### src/rtl/core/mpef_pkg.sv
package mpef_pkg;

  localparam logic OP_PUSH = 1'b0;
  localparam logic OP_POP  = 1'b1;

  localparam int unsigned CFG_INDEX_W = 2;
  localparam logic [CFG_INDEX_W-1:0] REG_SCREEN_WIDTH  = 2'd0;
  localparam logic [CFG_INDEX_W-1:0] REG_SCREEN_HEIGHT = 2'd1;

  localparam logic [15:0] DEFAULT_WIDTH  = 16'd1024;
  localparam logic [15:0] DEFAULT_HEIGHT = 16'd768;

  typedef struct packed {
    logic              op;
    logic signed [7:0] delta_x;
    logic signed [7:0] delta_y;
    logic [2:0]        button_bits;
    logic signed [7:0] wheel_delta;
  } in_item_t;

  typedef struct packed {
    logic              accepted;
    logic              entry_valid;
    logic [15:0]       pos_x;
    logic [15:0]       pos_y;
    logic [2:0]        out_buttons;
    logic signed [7:0] out_wheel;
  } out_item_t;

  typedef struct packed {
    logic [15:0] x;
    logic [15:0] y;
    logic [2:0]  buttons;
    logic [7:0]  wheel;
  } entry_t;

  typedef struct packed {
    logic full;
    logic empty;
  } ring_status_t;

endpackage

### src/rtl/core/mpef_pointer.sv
module mpef_pointer (
  input  logic              clk,
  input  logic              rst,
  input  logic              update,
  input  logic signed [7:0] delta_x,
  input  logic signed [7:0] delta_y,
  input  logic [15:0]       width,
  input  logic [15:0]       height,
  output logic [15:0]       x_next,
  output logic [15:0]       y_next
);
  import mpef_pkg::*;

  logic [15:0] pointer_x;
  logic [15:0] pointer_y;
  logic        started;

  logic [15:0]        base_x;
  logic [15:0]        base_y;
  logic signed [17:0] sum_x;
  logic signed [17:0] sum_y;
  logic [16:0]        hi_x;
  logic [16:0]        hi_y;

  // first move after reset starts from the screen centre
  assign base_x = started ? pointer_x : (width >> 1);
  assign base_y = started ? pointer_y : (height >> 1);

  assign sum_x = $signed({2'b00, base_x}) + $signed({{9{delta_x[7]}}, delta_x, 1'b0});
  assign sum_y = $signed({2'b00, base_y}) + $signed({{9{delta_y[7]}}, delta_y, 1'b0});
  assign hi_x  = {1'b0, width} - 17'd1;
  assign hi_y  = {1'b0, height} - 17'd1;

  always_comb begin
    if (sum_x[17]) begin
      x_next = 16'd0;
    end else if (sum_x[16:0] > hi_x) begin
      x_next = hi_x[15:0];
    end else begin
      x_next = sum_x[15:0];
    end
    if (sum_y[17]) begin
      y_next = 16'd0;
    end else if (sum_y[16:0] > hi_y) begin
      y_next = hi_y[15:0];
    end else begin
      y_next = sum_y[15:0];
    end
  end

  always_ff @(posedge clk) begin
    if (rst) begin
      pointer_x <= 16'd0;
      pointer_y <= 16'd0;
      started   <= 1'b0;
    end else if (update) begin
      pointer_x <= x_next;
      pointer_y <= y_next;
      started   <= 1'b1;
    end
  end

endmodule

### src/rtl/core/mpef_ring.sv
module mpef_ring #(
  parameter int unsigned DEPTH = 8
) (
  input  logic                  clk,
  input  logic                  rst,
  input  logic                  push,
  input  mpef_pkg::entry_t      push_entry,
  input  logic                  pop,
  output mpef_pkg::ring_status_t status,
  output mpef_pkg::entry_t      rd_entry
);
  import mpef_pkg::*;

  localparam int unsigned AW = (DEPTH > 2) ? $clog2(DEPTH) : 1;
  localparam logic [AW-1:0] LAST = AW'(DEPTH - 1);

  entry_t mem [DEPTH];

  logic [AW-1:0] read_index;
  logic [AW-1:0] write_index;
  logic [AW-1:0] write_index_next;
  logic [AW-1:0] read_index_next;

  assign write_index_next = (write_index == LAST) ? '0 : write_index + AW'(1);
  assign read_index_next  = (read_index == LAST) ? '0 : read_index + AW'(1);

  assign status.full  = (write_index_next == read_index);
  assign status.empty = (write_index == read_index);

  always_ff @(posedge clk) begin
    if (push) begin
      mem[write_index] <= push_entry;
    end
    if (pop) begin
      rd_entry <= mem[read_index];
    end
  end

  always_ff @(posedge clk) begin
    if (rst) begin
      read_index  <= '0;
      write_index <= '0;
    end else begin
      if (push) begin
        write_index <= write_index_next;
      end
      if (pop) begin
        read_index <= read_index_next;
      end
    end
  end

  a_push_not_full : assert property (@(posedge clk) disable iff (rst)
    push |-> !status.full) else $error("push into full ring");
  a_pop_not_empty : assert property (@(posedge clk) disable iff (rst)
    pop |-> !status.empty) else $error("pop from empty ring");
  a_push_fills : assert property (@(posedge clk) disable iff (rst)
    push && !pop |=> !status.empty) else $error("ring empty after push");

endmodule

### src/rtl/core/mouse_pointer_event_fifo.sv
// channel | direction | handshake            | beat
// in      | input     | in_valid / in_stall  | in_item_t: push report or pop request
// out     | output    | out_valid / out_stall| out_item_t: one result per input beat
// cfg     | input     | cfg_valid / cfg_ready| register index and 16-bit value
//
// a push does pointer add and clamp and writes the entry to the ring memory (dropped if full), answered the next cycle
// a pop of a non-empty ring reads the ring memory into rd_entry, then ST_READ loads the result register
// a pop of an empty ring is answered the next cycle
// one item in flight; input stalls while a pop read is pending or a result is held
// reset (rst, synchronous) empties the ring and clears the pointer; no clearing pass
module mouse_pointer_event_fifo #(
  parameter int unsigned QUEUE_DEPTH = 8
) (
  input  logic                                  clk,
  input  logic                                  rst,
  input  logic                                  in_valid,
  output logic                                  in_stall,
  input  mpef_pkg::in_item_t                    in_data,
  output logic                                  out_valid,
  input  logic                                  out_stall,
  output mpef_pkg::out_item_t                   out_data,
  input  logic                                  cfg_valid,
  output logic                                  cfg_ready,
  input  logic [mpef_pkg::CFG_INDEX_W-1:0]      cfg_index,
  input  logic [15:0]                           cfg_data
);
  import mpef_pkg::*;

  typedef enum logic [1:0] {
    ST_IDLE = 2'b01,
    ST_READ = 2'b10
  } state_t;

  state_t state;
  state_t state_next;

  logic [15:0] screen_width;
  logic [15:0] screen_height;
  logic [15:0] width_eff;
  logic [15:0] height_eff;

  logic         in_accept;
  logic         do_push;
  logic         do_pop;
  logic         drop;
  logic         empty_pop;
  ring_status_t ring_status;
  entry_t       push_entry;
  entry_t       rd_entry;
  logic [15:0]  x_next;
  logic [15:0]  y_next;

  logic      load;
  out_item_t result;

  assign cfg_ready = 1'b1;

  always_ff @(posedge clk) begin
    if (rst) begin
      screen_width  <= DEFAULT_WIDTH;
      screen_height <= DEFAULT_HEIGHT;
    end else if (cfg_valid && cfg_ready) begin
      case (cfg_index)
        REG_SCREEN_WIDTH:  screen_width  <= cfg_data;
        REG_SCREEN_HEIGHT: screen_height <= cfg_data;
        default: ;
      endcase
    end
  end

  assign width_eff  = (screen_width == 16'd0) ? DEFAULT_WIDTH : screen_width;
  assign height_eff = (screen_height == 16'd0) ? DEFAULT_HEIGHT : screen_height;

  assign in_stall  = (state != ST_IDLE) || (out_valid && out_stall);
  assign in_accept = in_valid && !in_stall;

  assign do_push   = in_accept && (in_data.op == OP_PUSH) && !ring_status.full;
  assign drop      = in_accept && (in_data.op == OP_PUSH) && ring_status.full;
  assign do_pop    = in_accept && (in_data.op == OP_POP) && !ring_status.empty;
  assign empty_pop = in_accept && (in_data.op == OP_POP) && ring_status.empty;

  mpef_pointer u_pointer (
    .clk     (clk),
    .rst     (rst),
    .update  (do_push),
    .delta_x (in_data.delta_x),
    .delta_y (in_data.delta_y),
    .width   (width_eff),
    .height  (height_eff),
    .x_next  (x_next),
    .y_next  (y_next)
  );

  assign push_entry.x       = x_next;
  assign push_entry.y       = y_next;
  assign push_entry.buttons = in_data.button_bits;
  assign push_entry.wheel   = in_data.wheel_delta;

  mpef_ring #(
    .DEPTH (QUEUE_DEPTH)
  ) u_ring (
    .clk        (clk),
    .rst        (rst),
    .push       (do_push),
    .push_entry (push_entry),
    .pop        (do_pop),
    .status     (ring_status),
    .rd_entry   (rd_entry)
  );

  always_comb begin
    state_next = state;
    case (state)
      ST_IDLE: begin
        if (do_pop) begin
          state_next = ST_READ;
        end
      end
      ST_READ: state_next = ST_IDLE;
      default: state_next = ST_IDLE;
    endcase
  end

  always_comb begin
    result = '0;
    load   = 1'b0;
    if (state == ST_READ) begin
      load               = 1'b1;
      result.entry_valid = 1'b1;
      result.pos_x       = rd_entry.x;
      result.pos_y       = rd_entry.y;
      result.out_buttons = rd_entry.buttons;
      result.out_wheel   = rd_entry.wheel;
    end else if (do_push || drop || empty_pop) begin
      load            = 1'b1;
      result.accepted = do_push;
    end
  end

  always_ff @(posedge clk) begin
    if (rst) begin
      state     <= ST_IDLE;
      out_valid <= 1'b0;
    end else begin
      state <= state_next;
      if (load) begin
        out_valid <= 1'b1;
      end else if (!out_stall) begin
        out_valid <= 1'b0;
      end
    end
  end

  always_ff @(posedge clk) begin
    if (load) begin
      out_data <= result;
    end
  end

  a_read_slot_free : assert property (@(posedge clk) disable iff (rst)
    state == ST_READ |-> !out_valid || !out_stall) else $error("result slot busy on read");
  a_pop_to_read : assert property (@(posedge clk) disable iff (rst)
    do_pop |=> state == ST_READ) else $error("pop did not start a read");
  a_one_flag : assert property (@(posedge clk) disable iff (rst)
    out_valid |-> !(out_data.accepted && out_data.entry_valid))
    else $error("push and pop flags both set");
  a_read_gives_result : assert property (@(posedge clk) disable iff (rst)
    state == ST_READ |=> out_valid && out_data.entry_valid) else $error("read lost");

endmodule
### config.mk
export PLATFORM = sky130hd
export DESIGN_NAME = mouse_pointer_event_fifo
export DESIGN_NICKNAME = d
export VERILOG_FILES = /design/src/rtl/core/mpef_pkg.sv /design/src/rtl/core/mpef_pointer.sv /design/src/rtl/core/mpef_ring.sv /design/src/rtl/core/mouse_pointer_event_fifo.sv
export SDC_FILE = /design/constraint.sdc
export NUM_CORES = 1
export LEC_CHECK = 0
export BUFFER_PORTS_ARGS = -buffer_cell sky130_fd_sc_hd__buf_2
export CORE_MARGIN = 5
export CORE_UTILIZATION = 40
export DETAILED_ROUTE_END_ITERATION = 10
export MAX_ROUTING_LAYER = met4
export PLACE_DENSITY_LB_ADDON = 0.15
export SLEW_MARGIN = 20
export SYNTH_ARGS = -nofsm -noshare
export SYNTH_HDL_FRONTEND = slang
export SYNTH_SLANG_ARGS = --single-unit
### constraint.sdc
create_clock -name clk -period 11.4 [get_ports clk]
set_clock_uncertainty 0.2 [all_clocks]
set_input_delay 3.42 -clock clk [delete_from_list [all_inputs] [get_ports clk]]
set_output_delay 3.42 -clock clk [all_outputs]
set_load 0.01 [all_outputs]
==> results of run 1 <==
state kept, by name, summed over array words and instances, names as in the netlist:
| register | flops |
|---|---|
| out_data | 45 |
| out_valid | 1 |
| screen_height | 16 |
| screen_width | 16 |
| state | 2 |
| u_pointer.pointer_x | 16 |
| u_pointer.pointer_y | 16 |
| u_pointer.started | 1 |
| u_ring.mem | 344 |
| u_ring.rd_entry | 43 |
| u_ring.read_index | 3 |
| u_ring.write_index | 3 |
critical path, cell delays in order:
cell                       delay [ns]
sky130_fd_sc_hd__buf_2           0.10
sky130_fd_sc_hd__ha_1            0.34
sky130_fd_sc_hd__nand2_1         0.09
sky130_fd_sc_hd__o311a_1         0.40
sky130_fd_sc_hd__or4b_1          0.58
sky130_fd_sc_hd__a21boi_1        0.21
sky130_fd_sc_hd__o21ai_0         0.10
sky130_fd_sc_hd__a21oi_1         0.19
sky130_fd_sc_hd__xor2_1          0.10
sky130_fd_sc_hd__ha_1            0.32
sky130_fd_sc_hd__nand4_1         0.13
sky130_fd_sc_hd__nor4_1          0.27
sky130_fd_sc_hd__a32o_1          0.84
sky130_fd_sc_hd__mux2_2          0.43
sky130_fd_sc_hd__nor2_1          0.37
Yosys cell counts, types with 6 or more instances:
library cell	n	area [µm²]
sky130_fd_sc_hd__nor2b_1	13	81.3
sky130_fd_sc_hd__a21o_1	17	128
sky130_fd_sc_hd__mux4_2	86	1940
sky130_fd_sc_hd__a21oi_1	66	330
sky130_fd_sc_hd__nand3_1	9	45.0
sky130_fd_sc_hd__mux2i_1	32	320
sky130_fd_sc_hd__dfxtp_1	74	1480
sky130_fd_sc_hd__nand3b_1	7	52.6
sky130_fd_sc_hd__xnor2_1	24	210
sky130_fd_sc_hd__o211ai_1	6	45.0
sky130_fd_sc_hd__o21ai_0	49	245
sky130_fd_sc_hd__edfxtp_1	432	13000
sky130_fd_sc_hd__nand4_1	6	37.5
sky130_fd_sc_hd__o21a_1	8	60.1
sky130_fd_sc_hd__nand2_1	131	492
sky130_fd_sc_hd__o21ai_1	7	35.0
sky130_fd_sc_hd__nor2_1	82	308
sky130_fd_sc_hd__inv_1	55	206
sky130_fd_sc_hd__nor3b_1	7	52.6
sky130_fd_sc_hd__nor3_1	19	95.1
sky130_fd_sc_hd__xor2_1	29	254
sky130_fd_sc_hd__and2_1	47	294
sky130_fd_sc_hd__ha_1	74	926
sky130_fd_sc_hd__buf_1	12	45.0
sky130_fd_sc_hd__mux2_2	77	867
sky130_fd_sc_hd__clkbuf_1	45	169
routing by layer:
metal | wire length, µm | vias up | GRT usage, % | part of all wire (%)
met5 | 0 | - | - | 0
met4 | 1020 | 0 | 4.30 | 2.0
met3 | 2050 | 73 | 2.75 | 4.1
met2 | 23300 | 255 | 26.7 | 46
met1 | 24100 | 6391 | 24.1 | 48
li1 | - | 5929 | - | -
area by class of cell:
cell class              count  area, µm²
inverters                  55        206
clock inverters            28        254
diodes                      1       2.50
fillers                  4946      29700
well taps                 748        936
flip-flops and latches    506      14500
repair buffers            121        666
clock buffers              70       1450
multi-input cells         877       7580
final timing paths:
path | slack, ns | end | cells past startpoint
worst min register to register | 0.25 | u_pointer.pointer_x[8]$_SDFFE_PP0P_ | 2
worst max register to register | 5.04 | u_ring.mem[0][21]$_DFFE_PP_ | 19
worst min-delay path | 0.25 | u_pointer.pointer_x[8]$_SDFFE_PP0P_ | 2
worst max-delay path | 3.64 | u_ring.mem[0][21]$_DFFE_PP_ | 15
through the flow:
step	hold slack, ns	setup WS, ns	utilization (%)
after global routing	0.276	3.29	46.2
final	0.253	3.64	46.2
after CTS	0.257	3.61	46.2
after global placement	0.234	3.16	43.1
after detailed placement	0.242	2.97	43.1
after floorplan	0.220	3.21	-
cell families after synthesis:
group,Yosys count
AO/OA/AOI/OAI,188
AND/OR/NAND/NOR,361
other,1
buffers and inverters,118
XOR/XNOR,54
flip-flops,506
multiplexers,195
adder cells (fa/ha/maj),76
power by group through the flow:
stage	clock network (µW)	logic [µW]	registers (µW)
finish	1670	435	2110
global route	1800	487	2120
CTS	1720	442	2110
detailed placement	0	440	2150
global placement	0	434	2150
floorplan	0	296	2150
==> impl_metrics.sql, run 1 <==
INSERT INTO impl_metrics (metric_group, metric, value, unit) VALUES
('status', 'status', 'finished, final reports clean', ''),
('logic_synthesis', 'xor_xnor_share_of_the_synthesized_area', '2.14', '%'),
('drt', 'detail_route.wl_per_cell', '21.0', 'µm'),
('timing', 'achievable-frequency', '129', 'MHz'),
('worst_setup_path', 'timing.critical_path.required', '11.53', 'ns'),
('timing', 'finalMaxSlewViolations', '0', ''),
('finish', 'layoutNonFillerInstCount', '2406', ''),
('worst_setup_path', 'timing.critical_path.from', 'in_data[14]', ''),
('finish', 'mostFrequentLayoutCell', 'sky130_fd_sc_hd__edfxtp_1', ''),
('logic_synthesis', 'synth-compound-area-share', '5.07', '%'),
('global_routing', 'via_count_of_the_first_global_routing_pass', '13000', ''),
('die', 'dieArea', '60800', 'µm²'),
('die', 'placementRows', '86', ''),
('place', 'place_hpwl', '32200', 'µm'),
('global_routing', 'largest_net_degree_at_the_start_of_global_routing', '49', ''),
('timing', 'finalCritPeriodShare', '68.1', '%'),
('drt', 'route.detailed.vias_per_inst', '5.26', ''),
('global_routing', 'grt-ovfl-total', '0', ''),
('timing', 'maxSlewHeadroom', '35.4', '%'),
('logic_synthesis', 'synth_seq_area_share', '64.5', '%'),
('logic_synthesis', 'synthesis.instances', '1499', ''),
('timing', 'count_of_final_setup_violators', '0', ''),
('timing', 'worst-slew-pin-transition', '0.969', 'ns'),
('clock_network', 'cts-buffers-inserted', '52', ''),
('pwr', 'power.share.sequential', '50.1', '%'),
('clock_network', 'post_cts.repair.setup_buffers', '0', ''),
('drt', 'drc_errors', '0', ''),
('pwr', 'total_leakage_power', '0.00905', 'µW'),
('logic_synthesis', 'yosys_warnings', '0', ''),
('finish', 'layout.cells.most_common_list', '432 x sky130_fd_sc_hd__edfxtp_1, 131 x sky130_fd_sc_hd__nand2_1, 97 x sky130_fd_sc_hd__buf_2, 86 x sky130_fd_sc_hd__mux4_2, 78 x sky130_fd_sc_hd__nor2_1', ''),
('clock_network', 'clock_tree_from_tritoncts', 'done', ''),
('clock_network', 'clock_path_buffers', '3', ''),
('global_routing', 'grt_first_pass_wirelength', '78400', 'µm'),
('die', 'design.portCount', '99', ''),
('logic_synthesis', 'synth_enable_flop_cells', '432', ''),
('logic_synthesis', 'yosys.area_share.simple', '7.96', '%'),
('timing', 'sum_of_negative_setup_slack', '0', 'ns'),
('clock_network', 'clk_latency', '0.58', 'ns'),
('hold_path', 'hp-class', 'reg -> reg', ''),
('drt', 'dr_total_vias', '12600', ''),
('timing', 'grt_setup_unrepaired', 'false', ''),
('die', 'width_of_the_die', '247', 'µm'),
('logic_synthesis', 'average_instance_area_after_synthesis', '14.9', 'µm²'),
('clock_network', 'h-tree-depth', '2', ''),
('pwr', 'combinationalPowerShare', '10.3', '%'),
('drt', 'drt_first_pass_iters', '5', ''),
('timing', 'post-route-min-period', '7.76', 'ns'),
('place', 'port-buffer-count', '97', ''),
('clock_network', 'cts.root.buffer_cell', 'sky130_fd_sc_hd__clkbuf_16', ''),
('logic_synthesis', 'synthFlopType', 'sky130_fd_sc_hd__edfxtp_1', ''),
('logic_synthesis', 'synth-async-reset-ratio', '0', '%'),
('logic_synthesis', 'combinational_family_with_the_most_area_after_synthesis', 'multiplexers', ''),
('place', 'post_dp_cell_area', '23900', 'µm²'),
('clock_network', 'post_cts.resized_instances', '0', ''),
('clock_network', 'clock-sinks', '506', ''),
('place', 'gpl.final_weighted_congestion', '0.866', ''),
('clock_network', 'cts.clk_slew.worst_paths', '0.06', 'ns'),
('global_routing', 'track_usage', '17.2', '%'),
('pwr', 'p_clk_share', '39.6', '%'),
('drt', 'ant_nets', '0', ''),
('logic_synthesis', 'count_of_cell_types_in_the_netlist', '68', ''),
('worst_setup_path', 'rr_startpoint', 'screen_height[2]$_SDFFE_PP0P_', ''),
('die', 'start_util', '40.5', '%'),
('hold_path', 'min-delay-start', 'u_pointer.pointer_x[8]$_SDFFE_PP0P_', ''),
('logic_synthesis', 'synth.area.mux_share', '13.9', '%'),
('worst_setup_path', 'path_max_fanout', '16', ''),
('drt', 'drt-total-wl', '50500', 'µm'),
('pwr', 'cell_internal_pwr', '3240', 'µW'),
('pwr', 'power_per_cell_area', '165', 'nW/µm²'),
('place', 'place_inst', '2307', ''),
('logic_synthesis', 'yosys_register_bits', '506', '');
Power figures use the tool's default switching activity.
==> run 2: changes to the inputs <==
==> constraint.sdc (replaced) <==
create_clock -name clk -period 6.4 [get_ports clk]
set_clock_uncertainty 0.2 [all_clocks]
set_input_delay 1.92 -clock clk [delete_from_list [all_inputs] [get_ports clk]]
set_output_delay 1.92 -clock clk [all_outputs]
set_load 0.01 [all_outputs]
==> impl_metrics.sql, run 2 (synthesis gave the netlist of run 1 again) <==
INSERT INTO impl_metrics (metric_group, metric, value, unit) VALUES
('pwr', 'power_per_cell_area', '293', 'nW/µm²'),
('flow_run', 'drv.max_cap_violation_count', '0', ''),
('worst_setup_path', 'reg2reg_to', 'u_ring.mem[6][13]$_DFFE_PP_', ''),
('worst_setup_path', 'crit_path_start_kind', 'input pin', ''),
('place', 'place_hpwl', '32400', 'µm'),
('clock_network', 'cts.clk_slew.worst_paths', '0.06', 'ns'),
('drt', 'initial_drt_markers', '700', ''),
('clock_network', 'clock_tree_from_tritoncts', 'done', ''),
('global_routing', 'via_count_of_the_first_global_routing_pass', '12900', ''),
('place', 'place_worst_setup_slack', '-0.0199', 'ns'),
('worst_setup_path', 'cp.arrival', '5.97', 'ns'),
('die', 'design.portCount', '99', ''),
('hold_path', 'min-delay-start', 'u_pointer.pointer_x[13]$_SDFFE_PP0P_', ''),
('clock_network', 'h-tree-depth', '2', ''),
('timing', 'worst-slew-pin-transition', '1.03', 'ns'),
('timing', 'count_of_final_setup_violators', '0', ''),
('timing', 'finalCritPeriodShare', '91.5', '%'),
('worst_setup_path', 'rrSetupSlack', '0.58', 'ns'),
('timing', 'finalMaxSlewViolations', '0', ''),
('clock_network', 'postCtsHoldBufs', '0', ''),
('global_routing', 'grt-ovfl-total', '0', ''),
('place', 'post_dp_cell_area', '24100', 'µm²'),
('worst_setup_path', 'worst_setup_path_end_kind', 'flip-flop', ''),
('pwr', 'max-vdd-ir-drop', '0.000213', 'V'),
('drt', 'drt-total-wl', '50400', 'µm'),
('hold_path', 'hp-class', 'reg -> reg', ''),
('finish', 'layout.cell_area.non_filler', '25800', 'µm²'),
('status', 'status', 'finished, final reports clean', ''),
('finish', 'mostFrequentLayoutCell', 'sky130_fd_sc_hd__edfxtp_1', ''),
('clock_network', 'clock-sinks', '506', ''),
('drt', 'detail_route.wl_per_cell', '20.8', 'µm'),
('finish', 'nNetsFinal', '1763', ''),
('clock_network', 'cts.root.buffer_cell', 'sky130_fd_sc_hd__clkbuf_16', ''),
('finish', 'final_util', '46.6', '%'),
('drt', 'drc_errors', '0', ''),
('global_routing', 'track_usage', '17.1', '%'),
('drt', 'ant_nets', '0', ''),
('finish', 'largest_register_ff_count', '344', ''),
('drt', 'route.detailed.vias_per_inst', '5.20', ''),
('global_routing', 'antenna_found_initial', '1', ''),
('finish', 'final_layout_size_suffix_gt1_share', '24.3', '%'),
('clock_network', 'clk_latency', '0.61', 'ns'),
('clock_network', 'clock_path_buffers', '3', ''),
('timing', 'achievable-frequency', '171', 'MHz'),
('timing', 'grt_setup_unrepaired', 'false', ''),
('worst_setup_path', 'path_max_fanout', '16', ''),
('global_routing', 'grt_first_pass_wirelength', '77700', 'µm'),
('pwr', 'post-layout-total-power', '7540', 'µW'),
('hold_path', 'hold_depth', '2', ''),
('drt', 'dr_total_vias', '12600', ''),
('clock_network', 'post_cts.repair.setup_buffers', '0', ''),
('finish', 'largest_register', 'u_ring.mem', ''),
('worst_setup_path', 'timing.critical_path.required', '6.52', 'ns'),
('finish', 'layout.cells.most_common_list', '432 x sky130_fd_sc_hd__edfxtp_1, 131 x sky130_fd_sc_hd__nand2_1, 97 x sky130_fd_sc_hd__buf_2, 86 x sky130_fd_sc_hd__mux4_2, 78 x sky130_fd_sc_hd__nor2_1', ''),
('finish', 'area.growth.synth_to_final', '15.1', '%'),
('timing', 'post-route-min-period', '5.86', 'ns'),
('place', 'gpl.final_weighted_congestion', '0.889', ''),
('place', 'port-buffer-count', '97', ''),
('finish', 'largest_registers', 'u_ring.mem: 344 flops, out_data: 45 flops, u_ring.rd_entry: 43 flops', ''),
('timing', 'hold_violations', '0', ''),
('clock_network', 'cts-buffers-inserted', '52', ''),
('die', 'core', '55300', 'µm²'),
('worst_setup_path', 'worst-setup-path-type', 'in -> reg', ''),
('die', 'width_of_the_die', '247', 'µm'),
('drt', 'drt_first_pass_iters', '5', ''),
('die', 'dieArea', '60800', 'µm²'),
('die', 'die-height', '247', 'µm'),
('global_routing', 'largest_net_degree_at_the_start_of_global_routing', '70', ''),
('die', 'start_util', '40.5', '%'),
('hold_path', 'hold_end', 'u_pointer.pointer_x[13]$_SDFFE_PP0P_', ''),
('die', 'placementRows', '86', ''),
('pwr', 'total_leakage_power', '0.00917', 'µW'),
('worst_setup_path', 'r2r.worst_path.cells', '20', ''),
('timing', 'maxSlewHeadroom', '31.6', '%'),
('timing', 'setup_ws', '0.543', 'ns'),
('clock_network', 'post_cts.resized_instances', '0', ''),
('worst_setup_path', 'rr_startpoint', 'screen_height[2]$_SDFFE_PP0P_', '');
[run 2: cell types whose count changed in the layout (fill, tap and decap cells not counted), moves of 2 or more]
cell	previous run	this run
sky130_fd_sc_hd__inv_16	0	2
sky130_fd_sc_hd__nor3b_4	0	4
sky130_fd_sc_hd__clkinv_1	11	15
sky130_fd_sc_hd__nor3b_2	4	0
sky130_fd_sc_hd__buf_12	0	3
sky130_fd_sc_hd__clkinv_2	7	5
sky130_fd_sc_hd__buf_4	24	44
sky130_fd_sc_hd__clkinvlp_4	2	0
[run 2: how the worst max path moves through the flow]
| stage | startpoint | to | slack, ns | depth (start not counted) |
|---|---|---|---|---|
| 6_report | in_data[14] | u_ring.mem[6][13]$_DFFE_PP_ | 0.54 | 16 |
| 5_1_grt | screen_width[0]$_SDFFE_PP0P_ | u_ring.mem[0][35]$_DFFE_PP_ | 0.17 | 20 |
| 4_1_cts | screen_height[2]$_SDFFE_PP0P_ | u_ring.mem[2][13]$_DFFE_PP_ | 0.60 | 20 |
| 3_5_place_dp | in_data[14] | u_ring.mem[0][13]$_DFFE_PP_ | -0.02 | 16 |
| 3_3_place_gp | in_data[14] | u_ring.mem[1][13]$_DFFE_PP_ | 0.08 | 16 |
| 2_1_floorplan | in_data[14] | u_ring.mem[0][16]$_DFFE_PP_ | 0.50 | 16 |
[run 2: layer usage]
layer | part of all wire [%] | GRT usage (%) | up-vias
met3 | 4.1 | 2.93 | 67
li1 | - | - | 5962
met2 | 47 | 26.9 | 216
met4 | 1.8 | 3.81 | 0
met5 | 0 | - | -
met1 | 47 | 23.7 | 6375
[run 2: where the power goes]
group	total (µW)	internal, µW	leakage, µW	switching, µW
Clock	2980	1730	0.000823	1250
Sequential	3770	3720	0.00460	47.6
Combinational	795	325	0.00375	469
Total	7540	5770	0.00917	1770
[run 2: worst max-delay path, cell delays in order]
cell                       delay (ns)
sky130_fd_sc_hd__buf_2           0.10
sky130_fd_sc_hd__ha_1            0.33
sky130_fd_sc_hd__nand2_1         0.10
sky130_fd_sc_hd__o311a_1         0.40
sky130_fd_sc_hd__or4b_1          0.58
sky130_fd_sc_hd__a21boi_1        0.21
sky130_fd_sc_hd__o21ai_0         0.09
sky130_fd_sc_hd__a21oi_1         0.21
sky130_fd_sc_hd__xor2_1          0.10
sky130_fd_sc_hd__ha_1            0.31
sky130_fd_sc_hd__nand4_1         0.12
sky130_fd_sc_hd__nor4_1          0.26
sky130_fd_sc_hd__a32o_1          0.25
sky130_fd_sc_hd__buf_12          0.18
sky130_fd_sc_hd__mux2_2          0.36
sky130_fd_sc_hd__nor2_1          0.44
[run 2: layout make-up]
class / count / area (µm²)
timing repair buffer: 144 / 876
antenna: 1 / 2.50
fill: 4904 / 29500
clock inverter: 28 / 263
sequential: 506 / 14500
tap: 748 / 936
inverter: 55 / 208
clock buffer: 68 / 1420
multi-input combinational: 877 / 7610
[run 2: stage by stage]
step | setup TNS [ns] | hold WS, ns | std cells
2_1_floorplan | 0 | 0.220 | 1501
3_3_place_gp | 0 | 0.240 | 2330
3_5_place_dp | -0.159 | 0.246 | 2330
4_1_cts | 0 | 0.262 | 2426
5_1_grt | 0 | 0.282 | 2426
6_report | 0 | 0.260 | 2427
